File: src/rtl/core/fws_pkg.sv
`timescale 1ns / 1ps
`default_nettype none
// ----------------------------------------------------------------------------
// Flow window sender package
// Shared widths, constants, codes, payload types and the threshold priority
// function of the flow window sender.
// ----------------------------------------------------------------------------
package fws_pkg;

  localparam int NUM_THRESHOLDS = 7;
  localparam int MAX_BURST      = 64;
  localparam int BURST_W        = $clog2(MAX_BURST + 1);

  localparam int SEQ_W      = 32;
  localparam int SEG_W      = 14;
  localparam int HDR_W      = 8;
  localparam int WIN_W      = 6;
  localparam int SSL_W      = 17;
  localparam int MODE_W     = 2;
  localparam int QOS_W      = 8;
  localparam int PRIO_W     = 32;
  localparam int REQ_W      = 2;
  localparam int CFG_IDX_W  = 3;
  localparam int CFG_DATA_W = 32;
  localparam int PROD_W     = WIN_W + SEG_W;
  localparam int LIMIT_W    = SEQ_W + 2;

  localparam logic [SSL_W-1:0]  SSL_RESET   = 17'd100000;
  localparam logic [SSL_W-1:0]  SSL_MIN     = 17'd2;
  localparam logic [PRIO_W-1:0] THRESH_BASE = 32'd4096;
  localparam logic [PRIO_W-1:0] PRIO_ONE    = 32'd1;

  localparam logic [SEQ_W-1:0]  FLOW_BYTES_RST   = 32'd1;
  localparam logic [SEG_W-1:0]  SEGMENT_BYTES_RST = 14'd1460;
  localparam logic [HDR_W-1:0]  HEADER_BYTES_RST = 8'd40;
  localparam logic [WIN_W-1:0]  WINDOW_CAP_RST   = 6'd63;
  localparam logic [WIN_W-1:0]  INIT_WINDOW_RST  = 6'd1;
  localparam logic [QOS_W-1:0]  QOS_LEVEL_RST    = 8'd0;

  localparam logic [REQ_W-1:0] REQ_START   = 2'd0;
  localparam logic [REQ_W-1:0] REQ_ACK     = 2'd1;
  localparam logic [REQ_W-1:0] REQ_TIMEOUT = 2'd2;

  localparam logic [MODE_W-1:0] PM_REMAINING = 2'd0;
  localparam logic [MODE_W-1:0] PM_THRESHOLD = 2'd1;
  localparam logic [MODE_W-1:0] PM_QOS       = 2'd2;
  localparam logic [MODE_W-1:0] PM_ONE       = 2'd3;

  localparam logic [CFG_IDX_W-1:0] CFG_FLOW_BYTES     = 3'd0;
  localparam logic [CFG_IDX_W-1:0] CFG_SEGMENT_BYTES  = 3'd1;
  localparam logic [CFG_IDX_W-1:0] CFG_HEADER_BYTES   = 3'd2;
  localparam logic [CFG_IDX_W-1:0] CFG_WINDOW_CAP     = 3'd3;
  localparam logic [CFG_IDX_W-1:0] CFG_INITIAL_WINDOW = 3'd4;
  localparam logic [CFG_IDX_W-1:0] CFG_PRIORITY_MODE  = 3'd5;
  localparam logic [CFG_IDX_W-1:0] CFG_QOS_LEVEL      = 3'd6;

  typedef struct packed {
    logic [REQ_W-1:0] req_type;
    logic [SEQ_W-1:0] ack_seq;
  } in_item_t;

  typedef struct packed {
    logic              pkt_valid;
    logic [SEQ_W-1:0]  pkt_seq;
    logic [SEG_W-1:0]  pkt_bytes;
    logic [PRIO_W-1:0] pkt_priority;
    logic              flow_done;
    logic              last;
  } out_item_t;

  typedef enum logic [2:0] {
    ST_IDLE,
    ST_MUL,
    ST_LIMIT,
    ST_CHECK,
    ST_EMIT,
    ST_EMPTY
  } fsm_state_t;

  typedef struct packed {
    logic apply_event;
    logic mul;
    logic limit;
    logic load_seg;
    logic load_empty;
  } ctrl_cmd_t;

  typedef struct packed {
    logic first_ok;
    logic next_ok;
  } ctrl_sts_t;

  function automatic logic [PRIO_W-1:0] threshold_priority(input logic [SEQ_W-1:0] remaining);
    logic [PRIO_W-1:0] result;
    result = PRIO_W'(NUM_THRESHOLDS);
    for (int i = NUM_THRESHOLDS - 1; i >= 0; i--) begin
      if (remaining <= (THRESH_BASE << i)) begin
        result = PRIO_W'(i);
      end
    end
    return result;
  endfunction

endpackage
`default_nettype wire

File: src/rtl/core/fws_ctrl.sv
`timescale 1ns / 1ps
`default_nettype none
// ----------------------------------------------------------------------------
// Flow window sender controller
// Sequences event setup and segment emission and owns the valid flag of the
// output register.
// ----------------------------------------------------------------------------
module fws_ctrl (
  input  wire logic              clk,
  input  wire logic              rst,
  input  wire logic              in_valid,
  output logic                   in_ready,
  output logic                   out_valid,
  input  wire logic              out_ready,
  input  wire fws_pkg::ctrl_sts_t sts,
  output fws_pkg::ctrl_cmd_t     cmd
);

  fws_pkg::fsm_state_t state;
  fws_pkg::fsm_state_t state_next;
  logic                out_valid_next;
  logic                slot_free;

  assign slot_free = !out_valid || out_ready;

  always_ff @(posedge clk) begin
    if (rst) begin
      state     <= fws_pkg::ST_IDLE;
      out_valid <= 1'b0;
    end else begin
      state     <= state_next;
      out_valid <= out_valid_next;
    end
  end

  always_comb begin
    state_next = state;
    cmd        = '0;
    in_ready   = 1'b0;
    unique case (state)
      fws_pkg::ST_IDLE: begin
        in_ready = 1'b1;
        if (in_valid) begin
          cmd.apply_event = 1'b1;
          state_next      = fws_pkg::ST_MUL;
        end
      end
      fws_pkg::ST_MUL: begin
        cmd.mul    = 1'b1;
        state_next = fws_pkg::ST_LIMIT;
      end
      fws_pkg::ST_LIMIT: begin
        cmd.limit  = 1'b1;
        state_next = fws_pkg::ST_CHECK;
      end
      fws_pkg::ST_CHECK: begin
        state_next = sts.first_ok ? fws_pkg::ST_EMIT : fws_pkg::ST_EMPTY;
      end
      fws_pkg::ST_EMIT: begin
        if (slot_free) begin
          cmd.load_seg = 1'b1;
          if (!sts.next_ok) begin
            state_next = fws_pkg::ST_IDLE;
          end
        end
      end
      fws_pkg::ST_EMPTY: begin
        if (slot_free) begin
          cmd.load_empty = 1'b1;
          state_next     = fws_pkg::ST_IDLE;
        end
      end
      default: begin
        state_next = fws_pkg::ST_IDLE;
      end
    endcase
    if (cmd.load_seg || cmd.load_empty) begin
      out_valid_next = 1'b1;
    end else if (out_ready) begin
      out_valid_next = 1'b0;
    end else begin
      out_valid_next = out_valid;
    end
  end

endmodule
`default_nettype wire

File: src/rtl/core/fws_datapath.sv
`timescale 1ns / 1ps
`default_nettype none
// ----------------------------------------------------------------------------
// Flow window sender datapath
// Holds the configuration, sequence and window state, computes the send limit
// and priority, and builds each result in the output register.
// ----------------------------------------------------------------------------
module fws_datapath (
  input  wire logic                               clk,
  input  wire logic                               rst,
  input  wire fws_pkg::in_item_t                  in_data,
  input  wire logic                               cfg_valid,
  input  wire logic [fws_pkg::CFG_IDX_W-1:0]      cfg_index,
  input  wire logic [fws_pkg::CFG_DATA_W-1:0]     cfg_data,
  input  wire fws_pkg::ctrl_cmd_t                 cmd,
  output fws_pkg::ctrl_sts_t                      sts,
  output fws_pkg::out_item_t                      out_data
);

  logic [fws_pkg::SEQ_W-1:0]   flow_bytes;
  logic [fws_pkg::SEG_W-1:0]   segment_bytes;
  logic [fws_pkg::HDR_W-1:0]   header_bytes;
  logic [fws_pkg::WIN_W-1:0]   window_cap;
  logic [fws_pkg::WIN_W-1:0]   initial_window;
  logic [fws_pkg::MODE_W-1:0]  priority_mode;
  logic [fws_pkg::QOS_W-1:0]   qos_level;

  logic [fws_pkg::SEQ_W-1:0]   next_offset;
  logic [fws_pkg::SEQ_W-1:0]   oldest_unacked;
  logic [fws_pkg::WIN_W-1:0]   window_segments;
  logic [fws_pkg::SSL_W-1:0]   slow_start_limit;
  logic [fws_pkg::WIN_W-1:0]   increase_count;
  logic                        done_flag;
  logic                        emit_en;

  logic [fws_pkg::PROD_W-1:0]  product;
  logic [fws_pkg::SEG_W:0]     two_mss;
  logic [fws_pkg::LIMIT_W-1:0] limit;
  logic [fws_pkg::PRIO_W-1:0]  prio;
  logic [fws_pkg::BURST_W-1:0] count;

  logic [fws_pkg::SEG_W-1:0]   mss;
  logic [fws_pkg::SEQ_W-1:0]   remaining;
  logic [fws_pkg::PRIO_W-1:0]  prio_pick;
  logic [fws_pkg::WIN_W:0]     win_grown;
  logic [fws_pkg::WIN_W-1:0]   ic_grown;
  logic [fws_pkg::WIN_W-1:0]   ic_inc;
  logic [fws_pkg::WIN_W-1:0]   half_window;
  logic [fws_pkg::LIMIT_W-1:0] size_w;
  logic [fws_pkg::LIMIT_W-1:0] seg_end;
  logic [fws_pkg::LIMIT_W-1:0] seg_end2;
  logic [fws_pkg::SEG_W-1:0]   pay_bytes;
  logic [fws_pkg::SEQ_W-1:0]   tail_bytes;
  logic [fws_pkg::BURST_W-1:0] count_inc;

  assign mss         = (segment_bytes == '0) ? fws_pkg::SEG_W'(1) : segment_bytes;
  assign remaining   = flow_bytes - oldest_unacked;
  assign half_window = window_segments >> 1;
  assign size_w      = fws_pkg::LIMIT_W'(flow_bytes);
  assign seg_end     = fws_pkg::LIMIT_W'(next_offset) + fws_pkg::LIMIT_W'(mss);
  assign seg_end2    = fws_pkg::LIMIT_W'(next_offset) + fws_pkg::LIMIT_W'(two_mss);
  assign tail_bytes  = flow_bytes - next_offset;
  assign pay_bytes   = (seg_end > size_w) ? tail_bytes[fws_pkg::SEG_W-1:0] : mss;
  assign count_inc   = count + fws_pkg::BURST_W'(1);

  assign sts.first_ok = emit_en && (next_offset < flow_bytes) && (seg_end <= limit);
  assign sts.next_ok  = (count_inc < fws_pkg::BURST_W'(fws_pkg::MAX_BURST))
                     && (seg_end < size_w) && (seg_end2 <= limit);

  always_comb begin
    unique case (priority_mode)
      fws_pkg::PM_REMAINING: prio_pick = remaining;
      fws_pkg::PM_THRESHOLD: prio_pick = fws_pkg::threshold_priority(remaining);
      fws_pkg::PM_QOS:       prio_pick = fws_pkg::PRIO_W'(qos_level);
      fws_pkg::PM_ONE:       prio_pick = fws_pkg::PRIO_ONE;
      default:               prio_pick = fws_pkg::PRIO_ONE;
    endcase
  end

  always_comb begin
    ic_inc   = increase_count + fws_pkg::WIN_W'(1);
    ic_grown = increase_count;
    if (fws_pkg::SSL_W'(window_segments) < slow_start_limit) begin
      win_grown = {1'b0, window_segments} + (fws_pkg::WIN_W+1)'(1);
    end else if (ic_inc >= window_segments) begin
      ic_grown  = '0;
      win_grown = {1'b0, window_segments} + (fws_pkg::WIN_W+1)'(1);
    end else begin
      ic_grown  = ic_inc;
      win_grown = {1'b0, window_segments};
    end
    if (win_grown > {1'b0, window_cap}) begin
      win_grown = {1'b0, window_cap};
    end
  end

  always_ff @(posedge clk) begin
    if (rst) begin
      flow_bytes     <= fws_pkg::FLOW_BYTES_RST;
      segment_bytes  <= fws_pkg::SEGMENT_BYTES_RST;
      header_bytes   <= fws_pkg::HEADER_BYTES_RST;
      window_cap     <= fws_pkg::WINDOW_CAP_RST;
      initial_window <= fws_pkg::INIT_WINDOW_RST;
      priority_mode  <= fws_pkg::PM_REMAINING;
      qos_level      <= fws_pkg::QOS_LEVEL_RST;
    end else if (cfg_valid) begin
      unique case (cfg_index)
        fws_pkg::CFG_FLOW_BYTES:     flow_bytes     <= cfg_data[fws_pkg::SEQ_W-1:0];
        fws_pkg::CFG_SEGMENT_BYTES:  segment_bytes  <= cfg_data[fws_pkg::SEG_W-1:0];
        fws_pkg::CFG_HEADER_BYTES:   header_bytes   <= cfg_data[fws_pkg::HDR_W-1:0];
        fws_pkg::CFG_WINDOW_CAP:     window_cap     <= cfg_data[fws_pkg::WIN_W-1:0];
        fws_pkg::CFG_INITIAL_WINDOW: initial_window <= cfg_data[fws_pkg::WIN_W-1:0];
        fws_pkg::CFG_PRIORITY_MODE:  priority_mode  <= cfg_data[fws_pkg::MODE_W-1:0];
        fws_pkg::CFG_QOS_LEVEL:      qos_level      <= cfg_data[fws_pkg::QOS_W-1:0];
        default: begin
        end
      endcase
    end
  end

  always_ff @(posedge clk) begin
    if (rst) begin
      next_offset      <= '0;
      oldest_unacked   <= '0;
      window_segments  <= fws_pkg::INIT_WINDOW_RST;
      slow_start_limit <= fws_pkg::SSL_RESET;
      increase_count   <= '0;
      done_flag        <= 1'b0;
      emit_en          <= 1'b0;
    end else if (cmd.apply_event) begin
      unique case (in_data.req_type)
        fws_pkg::REQ_START: begin
          next_offset      <= '0;
          oldest_unacked   <= '0;
          window_segments  <= initial_window;
          slow_start_limit <= fws_pkg::SSL_RESET;
          increase_count   <= '0;
          done_flag        <= 1'b0;
          emit_en          <= 1'b1;
        end
        fws_pkg::REQ_ACK: begin
          if (next_offset < in_data.ack_seq) begin
            next_offset <= in_data.ack_seq;
          end
          if (in_data.ack_seq > oldest_unacked) begin
            oldest_unacked  <= in_data.ack_seq;
            window_segments <= win_grown[fws_pkg::WIN_W-1:0];
            increase_count  <= ic_grown;
            emit_en         <= 1'b1;
          end else begin
            emit_en <= 1'b0;
          end
          if (in_data.ack_seq == flow_bytes) begin
            done_flag <= 1'b1;
          end
        end
        fws_pkg::REQ_TIMEOUT: begin
          slow_start_limit <= (fws_pkg::SSL_W'(half_window) < fws_pkg::SSL_MIN)
                            ? fws_pkg::SSL_MIN : fws_pkg::SSL_W'(half_window);
          next_offset      <= oldest_unacked;
          window_segments  <= initial_window;
          emit_en          <= 1'b1;
        end
        default: begin
          emit_en <= 1'b0;
        end
      endcase
    end else if (cmd.load_seg) begin
      next_offset <= (seg_end < size_w) ? seg_end[fws_pkg::SEQ_W-1:0] : flow_bytes;
    end
  end

  always_ff @(posedge clk) begin
    if (cmd.mul) begin
      product <= fws_pkg::PROD_W'(window_segments) * fws_pkg::PROD_W'(mss);
      two_mss <= {mss, 1'b0};
      prio    <= prio_pick;
    end
    if (cmd.limit) begin
      limit <= fws_pkg::LIMIT_W'(oldest_unacked) + fws_pkg::LIMIT_W'(product);
    end
    if (cmd.mul) begin
      count <= '0;
    end else if (cmd.load_seg) begin
      count <= count_inc;
    end
    if (cmd.load_seg) begin
      out_data.pkt_valid    <= 1'b1;
      out_data.pkt_seq      <= next_offset;
      out_data.pkt_bytes    <= fws_pkg::SEG_W'({1'b0, pay_bytes}
                                + (fws_pkg::SEG_W+1)'(header_bytes));
      out_data.pkt_priority <= prio;
      out_data.flow_done    <= done_flag;
      out_data.last         <= !sts.next_ok;
    end else if (cmd.load_empty) begin
      out_data.pkt_valid    <= 1'b0;
      out_data.pkt_seq      <= '0;
      out_data.pkt_bytes    <= '0;
      out_data.pkt_priority <= '0;
      out_data.flow_done    <= done_flag;
      out_data.last         <= 1'b1;
    end
  end

endmodule
`default_nettype wire

File: src/rtl/core/flow_window_sender_core.sv
`timescale 1ns / 1ps
`default_nettype none
// ----------------------------------------------------------------------------
// Flow window sender core
// Sender side of one window-controlled flow with per-packet priority.
//
// The input channel takes one event per transaction: start, cumulative ack
// or retransmit timeout. The output channel returns one transaction per
// segment the window releases, the final one of an event marked by last; an
// event that releases nothing returns a single result with pkt_valid low.
// The configuration channel is always ready; the user must see that it is
// written only while the block is idle, as the block does not enforce this.
// After an event is accepted, three setup states run (window times segment
// size, send limit, first check), then the first result is loaded once the
// output register is free. Segments follow one per cycle from the output
// register while the receiver takes them, at most 64 per event. A stalled
// receiver holds the output register and pauses emission; the next event
// is accepted as soon as the last result is loaded. Reset restores the
// state and configuration registers to reset values and empties the output.
// ----------------------------------------------------------------------------
module flow_window_sender_core (
  input  wire logic                           clk,
  input  wire logic                           rst,
  input  wire logic                           in_valid,
  output logic                                in_ready,
  input  wire fws_pkg::in_item_t              in_data,
  output logic                                out_valid,
  input  wire logic                           out_ready,
  output fws_pkg::out_item_t                  out_data,
  input  wire logic                           cfg_valid,
  output logic                                cfg_ready,
  input  wire logic [fws_pkg::CFG_IDX_W-1:0]  cfg_index,
  input  wire logic [fws_pkg::CFG_DATA_W-1:0] cfg_data
);

  fws_pkg::ctrl_cmd_t cmd;
  fws_pkg::ctrl_sts_t sts;

  assign cfg_ready = 1'b1;

  fws_ctrl u_ctrl (
    .clk       (clk),
    .rst       (rst),
    .in_valid  (in_valid),
    .in_ready  (in_ready),
    .out_valid (out_valid),
    .out_ready (out_ready),
    .sts       (sts),
    .cmd       (cmd)
  );

  fws_datapath u_datapath (
    .clk       (clk),
    .rst       (rst),
    .in_data   (in_data),
    .cfg_valid (cfg_valid),
    .cfg_index (cfg_index),
    .cfg_data  (cfg_data),
    .cmd       (cmd),
    .sts       (sts),
    .out_data  (out_data)
  );

endmodule
`default_nettype wire

File: config.mk
export PLATFORM = sky130hd
export DESIGN_NAME = flow_window_sender_core
export DESIGN_NICKNAME = d
export VERILOG_FILES = /design/src/rtl/core/fws_pkg.sv /design/src/rtl/core/fws_ctrl.sv /design/src/rtl/core/fws_datapath.sv /design/src/rtl/core/flow_window_sender_core.sv
export SDC_FILE = /design/constraint.sdc
export NUM_CORES = 1
export LEC_CHECK = 0
export BUFFER_PORTS_ARGS = -buffer_cell sky130_fd_sc_hd__buf_2
export CELL_PAD_IN_SITES_DETAIL_PLACEMENT = 1
export CELL_PAD_IN_SITES_GLOBAL_PLACEMENT = 2
export CORE_MARGIN = 2
export CORE_UTILIZATION = 39
export DETAILED_ROUTE_END_ITERATION = 8
export PLACE_DENSITY_LB_ADDON = 0.15
export SYNTH_ARGS = -nofsm -noshare
export SYNTH_HDL_FRONTEND = slang
export SYNTH_SLANG_ARGS = --single-unit
File: constraint.sdc
create_clock -name clk -period 10.2 [get_ports clk]
set_clock_uncertainty 0.15 [all_clocks]
set_input_delay 0.51 -clock clk [delete_from_list [all_inputs] [get_ports clk]]
set_output_delay 0.51 -clock clk [all_outputs]
set_load 0.01 [all_outputs]
==> results.ini, run 1 <==
[outcome]
status=completed

[cts]
cts.clk_slew.worst_paths_ns=0.06
ctsHtreeMaxLevel=2
ctsResizeCount=0
clock_latency_ns=0.61
numCtsBuffers=44
cts_sinks=351
cts-root-buf=clkbuf_16
cts_tree=yes
cts_buffer_depth=3

[worst_hold_path]
holdPathStages=3
hold-path-endpoint=u_datapath.flow_bytes[9]
worstHoldStart=cfg_data[9]
hold_path.class=input port to flop

[floorplan]
die_w_um=270
io_pins=158
die_area_um2=72900
die_h_um=270
start_util=0.394
fp-row-count=97
fp.coreArea_um2=70000

[yosys]
ys_seq_area_frac=0.320
ys_ff_latch=351
synthArstFlopShare=0
ys_warn_count=0
synth_top_area_cell=edfxtp_1
synth_common_cells=344 x ha_1, 339 x nand2_1, 274 x a21oi_1, 259 x nor2_1, 258 x inv_1
synth_cell_types=91
synth_edf_count=179
syn_area_per_cell_um2=8.73
synth.top_cell.area_share=0.195
netlist_area_um2=27600
synthCells=3162
synth_ff_type=edfxtp_1
synth_fp_nets=3635
synth_area_leaders=edfxtp_1 19%, ha_1 16%, dfxtp_1 12%
yosysMostFrequentCell=ha_1

[pwr]
swShare=0.401
p_comb_frac=0.431
p_seq_frac=0.301
power_density_nw_per_um2=197
pwr-share-clk=0.268
report.power.total_uw=6120
p_sw_uw=2460
leakagePower_uw=0.0135
internal-power_uw=3670
max-vdd-ir-drop_v=0.000127

[timing]
tightestPinTransition_ns=1.29
finalSetupTns_ns=0
setup_slack_ns=0.682
period_share=0.933
rsz0062_at_grt=false
setup_viol=0
drv_slew=0
fmax_mhz=105
relSlewSlack=0.133
period_needed_ns=9.52
hold_viol=0

[route]
drtPass1Iterations=5
via_per_inst=5.67
ant_nets=0
routed_wl_mm=106
drc=0
drt-initial-drc-count=1327
vias=24197
routedWlPerCell_um=24.7

[place]
place_area_um2=29500
place.gp.congestion=0.931
place_ws_ns=0.881
numPortBuffers=156
hpwl_mm=83.1

[critical_path]
crit_arrival_ns=9.72
path_class=flop to flop
cp_slowest_stage_delay_ns=0.44
worstPathRequired_ns=10.40
cp-start-kind=flop
r2r-end=u_datapath.out_data[47]
crit_fanout=12
cp_top_family=compound AO/OA/AOI/OAI gates
ff2ff_setup_slack_ns=0.68
endpoint_kind=flop
crit_slowest_cell=dfxtp_1
reg2reg_depth=39
r2r-start=u_datapath.segment_bytes[3]
crit_top_cell=a21o_1
path_buf_inv=4

[final_layout]
drive_gt1_frac=0.101
area_growth_syn_to_layout_pct=12.6
final_core_util=0.444
nets=3766
num_antenna_cells=0
stdcell_area_um2=31100

[global_route]
grt_max_degree=81
grt_usage=0.288
grt_overflow=0
grt_pass1_wl_mm=160
antenna_found_initial=7
grt_pass1_vias=25734

[flow_run]
maxCapViolCount=0

## registers in the layout, summed over array words and instances (netlist names), 7 cells and up
register	cells
u_datapath.header_bytes	8
u_datapath.count	7
u_datapath.flow_bytes	32
u_datapath.product	20
u_datapath.oldest_unacked	32
u_datapath.limit	33
u_datapath.two_mss	14
u_datapath.qos_level	8
u_datapath.out_data	81
u_datapath.prio	32
u_datapath.segment_bytes	14
u_datapath.next_offset	32
## through the flow
step	hold WS, ns	cells
floorplan	0.282	3162
global route	0.0321	4269
global placement	0.292	4175
CTS	0.00579	4269
finish	0.0402	4269
detailed placement	0.304	4175
## routing by layer
layer,GRT usage,share of wire,up-vias
li1,-,-,11377
met1,0.351,0.42,12161
met2,0.515,0.50,479
met3,0.0385,0.038,170
met4,0.104,0.038,10
met5,0,0.00054,-
## repair_timing
action,in CTS,in global routing
endpoints found under the hold margin,12,0
endpoints found under the setup margin,0,0
setup buffers,0,0
hold buffers,12,0
## cell usage in the layout (no fill, tap or decap), types with 28 or more instances in the layout
| cell | count |
|---|---|
| nand4_1 | 62 |
| nand3_1 | 58 |
| a21oi_1 | 274 |
| dfxtp_1 | 172 |
| o21ai_0 | 142 |
| buf_4 | 51 |
| edfxtp_1 | 179 |
| nor3_1 | 35 |
| nand2b_1 | 31 |
| nor2_1 | 256 |
| a211oi_1 | 28 |
| mux2i_1 | 46 |
| xor2_1 | 52 |
| ha_1 | 343 |
| o21a_1 | 32 |
| clkbuf_16 | 46 |
| nand2_1 | 338 |
| buf_2 | 155 |
| and2_1 | 85 |
| a21o_1 | 111 |
| inv_1 | 257 |
| fa_1 | 55 |
| xnor2_1 | 139 |
## kinds of logic (layout without fill, tap and decap cells)
logic type                 count (synthesis)  count (layout)  share of synthesized area
adders and majority gates                399             399                      0.196
and+or+nand+nor                         1007            1007                      0.173
xor gates and xnor gates                 192             192                     0.0612
AOI/OAI and AO/OA                        772             772                      0.179
other                                      1               1                   0.000136
buffers and inverters                    393             560                     0.0540
muxes                                     47              47                     0.0171
DFF                                      351             351                      0.320
## worst max path at each step
stage,depth (start not counted),start,to,slack (ns)
after floorplan,39,u_datapath.segment_bytes[7],u_datapath.out_data[47],2.13
after global placement,39,u_datapath.segment_bytes[7],u_datapath.out_data[47],0.99
after detailed placement,39,u_datapath.segment_bytes[7],u_datapath.out_data[47],0.88
after CTS,39,u_datapath.segment_bytes[3],u_datapath.out_data[47],0.84
after global routing,39,u_datapath.segment_bytes[3],u_datapath.out_data[47],0.11
final,39,u_datapath.segment_bytes[3],u_datapath.out_data[47],0.68
## worst register-to-register path, delay by kind of cell (launching register included)
kind | cells | cell delay (ns)
buf+inv | 4 | 0.82
fa+ha+maj | 4 | 1.20
flops | 1 | 0.44
simple gates | 6 | 1.10
xor+xnor | 3 | 0.54
compound gates | 22 | 5.04
## layout make-up
cell class              instances  area, um^2
flip-flops and latches        351        8820
clock buffers                  53        1200
well taps                     940        1180
inverters                     260         978
multi-input cells            2418       17300
repair buffers                218        1280
clock inverters                29         290
fillers                      8223       38900
## power groups by stage
stage / clock network [uW] / logic [uW] / registers, uW
after global routing: 1730 / 2920 / 1860
after detailed placement: 0 / 2590 / 1870
after global placement: 0 / 2520 / 1860
after CTS: 1680 / 2630 / 1840
after floorplan: 0 / 1820 / 1800
final: 1640 / 2640 / 1840
(Power assumes the default switching activity.)
==> run 2: changes to the inputs <==
PLACE_DENSITY_LB_ADDON = 0.05   (was 0.15)
==> results.ini, run 2 (same netlist as run 1, synthesis figures left out) <==
[outcome]
status=completed

[final_layout]
area_growth_syn_to_layout_pct=12.8
final_cell_mix=343 x ha_1, 337 x nand2_1, 274 x a21oi_1, 257 x inv_1, 256 x nor2_1
reg_top3=u_datapath.out_data (81), u_datapath.limit (33)
nets=3767
final-instance-count-excl-fill=4271
stdcell_area_um2=31100
regMostFlops=u_datapath.out_data
final_common_cell=ha_1
num_antenna_cells=0
drive_gt1_frac=0.101
largest_reg_flops=81

[critical_path]
cp_slowest_stage_delay_ns=0.43
crit_slowest_cell=dfxtp_1
crit_arrival_ns=9.33
crit_fanout=15
endpoint_kind=flop
cp-start-kind=flop
crit_top_cell=a21o_1
ff2ff_setup_slack_ns=1.08
worstPathRequired_ns=10.41
path_class=flop to flop

[timing]
drv_slew=0
relSlewSlack=0.119
period_needed_ns=9.12
hold_viol=0
setup_viol=0
period_share=0.894
tightestPinTransition_ns=1.32
rsz0062_at_grt=false
finalSetupTns_ns=0
fmax_mhz=110
hold_slack_ns=0.0234

[global_route]
grt_pass1_wl_mm=161
grt_pass1_vias=25246
grt_usage=0.291
antenna_found_initial=7
grt_overflow=0
grt_max_degree=81

[route]
drtPass1Iterations=5
ant_nets=0
routed_wl_mm=107
drc=0
routedWlPerCell_um=25.1
vias=23913
via_per_inst=5.60
drt-initial-drc-count=1303

[place]
hpwl_mm=85.3
place.gp.congestion=0.895
dp.cells=4177
place_area_um2=29500
numPortBuffers=156

[pwr]
report.power.total_uw=6170
leakagePower_uw=0.0135
power_density_nw_per_um2=198
max-vdd-ir-drop_v=0.000136

[cts]
cts_tree=yes
ctsHtreeMaxLevel=2
cts_setup_buffers=0
ctsResizeCount=0
numCtsBuffers=45
cts.clk_slew.worst_paths_ns=0.06
cts_sinks=351
cts_buffer_depth=3
clock_latency_ns=0.64
cts-root-buf=clkbuf_16

[flow_run]
maxCapViolCount=0

[worst_hold_path]
hold_path.class=input port to flop

[floorplan]
start_util=0.394
io_pins=158
fp-row-count=97
die_h_um=270
fp.coreArea_um2=70000
die_w_um=270
die_area_um2=72900

-- run 2: changes by cell type in the layout (fill, tap and decap cells not counted), sizes merged --
cell and delta:
clkbuf +11, clkinv -8, inv -1, dlygate4sd3 -2, buf +2
-- run 2: report_power, final --
part	switching [uW]	internal, uW
Combinational	1620	1030
Sequential	156	1690
Clock	683	986
Total	2460	3710
-- run 2: critical path: cells and delay by family (launching register included) --
| family | cells | cell delay (ns) |
|---|---|---|
| xor+xnor | 3 | 0.56 |
| fa+ha+maj | 4 | 1.24 |
| compound gates | 20 | 4.10 |
| simple gates | 8 | 1.41 |
| buf+inv | 5 | 0.96 |
| flops | 1 | 0.43 |
-- run 2: layer usage --
metal	up-vias	global-route usage	routed length [um]
met3	159	0.0295	3510
met1	11919	0.365	46400
li1	11377	-	-
met5	-	0	26
met4	4	0.114	4530
met2	454	0.512	52800
-- run 2: what timing repair did --
action | in CTS | in global routing
setup endpoints to repair | 0 | 0
hold buffers | 10 | 0
endpoints found under the hold margin | 10 | 0
-- run 2: area by class of cell --
| type | count | area, um^2 |
|---|---|---|
| fill | 8232 | 38900 |
| inverter | 260 | 978 |
| tap | 940 | 1180 |
| clock inverter | 20 | 243 |
| clock buffer | 64 | 1290 |
| sequential | 351 | 8820 |
| timing repair buffer | 218 | 1270 |
| multi-input combinational | 2418 | 17400 |
-- run 2: worst paths after layout --
kind | from | to | cells after the start
max | u_datapath.segment_bytes[3] | u_datapath.out_data[47] | 40
min | cfg_data[11] | u_datapath.flow_bytes[11] | 3
max reg2reg | u_datapath.segment_bytes[3] | u_datapath.out_data[47] | 40
min reg2reg | u_datapath.out_data[80] | u_datapath.out_data[80] | 2
-- run 2: through the flow --
step,util,setup slack (ns)
after detailed placement,0.421,1.17
after global placement,0.421,1.33
after floorplan,-,2.13
after global routing,0.445,0.390
final,0.445,1.08
after CTS,0.445,1.11
==> run 3: changes to the inputs <==
ABC_AREA = 1   (was unset)
CORE_UTILIZATION = 38   (was 39)
CTS_BUF_LIST = sky130_fd_sc_hd__clkbuf_8   (was unset)
==> results.ini, run 3 <==
[cts]
clock_latency_ns=0.71
numCtsBuffers=71
cts_sinks=351
cts_buffer_depth=3
cts.clk_slew.worst_paths_ns=0.06
cts-root-buf=clkbuf_8
cts_tree=yes
cts_setup_buffers=0
ctsHtreeMaxLevel=3

[timing]
hold_viol=0
relSlewSlack=0.197
period_needed_ns=7.75
setup_slack_ns=2.45
period_share=0.760
setup_viol=0
tightestPinTransition_ns=1.19
rsz0062_at_grt=false
fmax_mhz=129
drv_slew=0
finalSetupTns_ns=0

[critical_path]
path_buf_inv=4
worstPathRequired_ns=10.51
ff2ff_setup_slack_ns=2.45
cp-start-kind=flop
r2r-start=u_datapath.segment_bytes[13]
cp_slowest_stage_delay_ns=0.53
crit_fanout=22
reg2reg_depth=38
crit_arrival_ns=8.06
r2r-end=u_datapath.out_data[47]
path_class=flop to flop
cp_top_family=simple AND/OR/NAND/NOR gates
endpoint_kind=flop
crit_slowest_cell=dfxtp_1

[route]
drt-initial-drc-count=1378
ant_nets=0
drc=0
vias=26677
drtPass1Iterations=5
routed_wl_mm=113
routedWlPerCell_um=22.5
via_per_inst=5.32

[global_route]
grt_pass1_vias=27538
grt_pass1_wl_mm=169
grt_max_degree=94
grt_overflow=0
antenna_found_initial=6
grt_usage=0.288

[yosys]
synth_fp_nets=4317
synth_cell_types=62
synth.top_cell.area_share=0.188
syn_area_per_cell_um2=7.45
synth_ff_type=edfxtp_1
ys_ff_latch=351
netlist_area_um2=28700
ys_seq_area_frac=0.308
synth_edf_count=179
synth_top_area_cell=edfxtp_1
synthCells=3844
synth_area_leaders=edfxtp_1 19%, ha_1 15%, dfxtp_1 12%
synthArstFlopShare=0
ys_warn_count=0
synth_common_cells=777 x nand2_1, 654 x inv_1, 349 x a21oi_1, 344 x ha_1, 340 x nor2_1
yosysMostFrequentCell=nand2_1

[worst_hold_path]
worstHoldStart=cfg_data[16]
hold_path.class=input port to flop
holdPathStages=3
hold-path-endpoint=u_datapath.flow_bytes[16]

[floorplan]
io_pins=158
fp-row-count=100
fp.coreArea_um2=74600
start_util=0.384
die_area_um2=77600
die_h_um=279
die_w_um=279

[final_layout]
area_growth_syn_to_layout_pct=11.3
regMostFlops=u_datapath.out_data
final-instance-count-excl-fill=5019
largest_reg_flops=81
nets=4464
drive_gt1_frac=0.0771
final_cell_mix=776 x nand2_1, 680 x inv_1, 348 x a21oi_1, 344 x ha_1, 337 x nor2_1
fill_cells=9327
final_common_cell=nand2_1
reg_top3=u_datapath.out_data (81), u_datapath.limit (33)

[pwr]
report.power.total_uw=8250
p_comb_frac=0.552
max-vdd-ir-drop_v=0.000110
internal-power_uw=4130
leakagePower_uw=0.0156
swShare=0.499
p_seq_frac=0.268
power_density_nw_per_um2=259
pwr-share-clk=0.180
p_sw_uw=4120

[outcome]
status=completed

[place]
numPortBuffers=156
hpwl_mm=92.2
place_ws_ns=2.55
dp.cells=4870
place.gp.congestion=0.916

[flow_run]
maxCapViolCount=0

[run 3: changes by cell type after synthesis, moves of 30 or more]
| cell | change |
|---|---|
| o21ai_0 | +40 |
| inv_1 | +396 |
| o211ai_1 | +35 |
| a21oi_1 | +75 |
| nor2_1 | +81 |
| mux2i_1 | -45 |
| nand3_1 | +88 |
| nand2_1 | +438 |
| o22ai_1 | +30 |
| a21o_1 | -104 |
| nand2b_1 | -31 |
| xor2_1 | +65 |
| and2_1 | -83 |
| xnor2_1 | -106 |
[run 3: through the flow]
stage | util | hold slack [ns] | area (um^2)
3_3_place_gp | 0.407 | 0.273 | 30300
3_5_place_dp | 0.407 | 0.280 | 30300
5_1_grt | 0.428 | 0.0300 | 31900
4_1_cts | 0.428 | 0.000665 | 31900
6_report | 0.428 | 0.0411 | 31900
2_1_floorplan | - | 0.258 | 28700
[run 3: routing by layer]
layer  global-route usage  wire [um]  vias up
met5                    0         26        -
met4                0.105       4470        4
met3               0.0344       4130      169
met2                0.494      53900      499
met1                0.371      50300    13029
li1                     -          -    12976
[run 3: area by class of cell]
| class | count | area (um^2) | share of cell area |
|---|---|---|---|
| antenna | 2 | 5.00 | 0.000157 |
| clock buffer | 76 | 1050 | 0.0328 |
| clock inverter | 54 | 330 | 0.0104 |
| inverter | 663 | 2490 | 0.0781 |
| multi-input combinational | 2712 | 16900 | 0.530 |
| sequential | 351 | 8820 | 0.277 |
| tap | 969 | 1210 | 0.0380 |
| timing repair buffer | 192 | 1090 | 0.0343 |
[run 3: worst min-delay path, delay by kind of cell]
kind | cells | cell delay, ns
buffers and inverters | 1 | 0.11
AOI/OAI and AO/OA | 2 | 0.19
[run 3: power by group through the flow]
stage | Clock [uW] | Sequential (uW) | Combinational (uW)
final | 1480 | 2210 | 4550
after floorplan | 0 | 2130 | 3100
after CTS | 1530 | 2220 | 4560
after global routing | 1580 | 2240 | 5100
after detailed placement | 0 | 2240 | 4520
after global placement | 0 | 2230 | 4390
[run 3: cells by family after synthesis]
family | share of synthesized area
adders and majority gates | 0.189
muxes | 0.000349
and+or+nand+nor | 0.207
AOI/OAI and AO/OA | 0.147
other | 0.000131
buffers and inverters | 0.104
xor gates and xnor gates | 0.0458
DFF | 0.308
[run 3: repair_timing]
action	CTS	global route
hold endpoints to repair	24	0
hold buffers	17	0
resized for setup	0	0
[run 3: how the worst max path moves through the flow]
stage	startpoint	endpoint	cells after the start	slack [ns]
finish	u_datapath.segment_bytes[13]	u_datapath.out_data[47]	38	2.45
global placement	u_datapath.segment_bytes[13]	u_datapath.out_data[47]	40	2.60
CTS	u_datapath.segment_bytes[13]	u_datapath.out_data[47]	40	2.51
global route	u_datapath.segment_bytes[13]	u_datapath.out_data[47]	40	1.69
detailed placement	u_datapath.segment_bytes[13]	u_datapath.out_data[47]	40	2.55
floorplan	u_datapath.segment_bytes[11]	u_datapath.out_data[47]	48	3.99
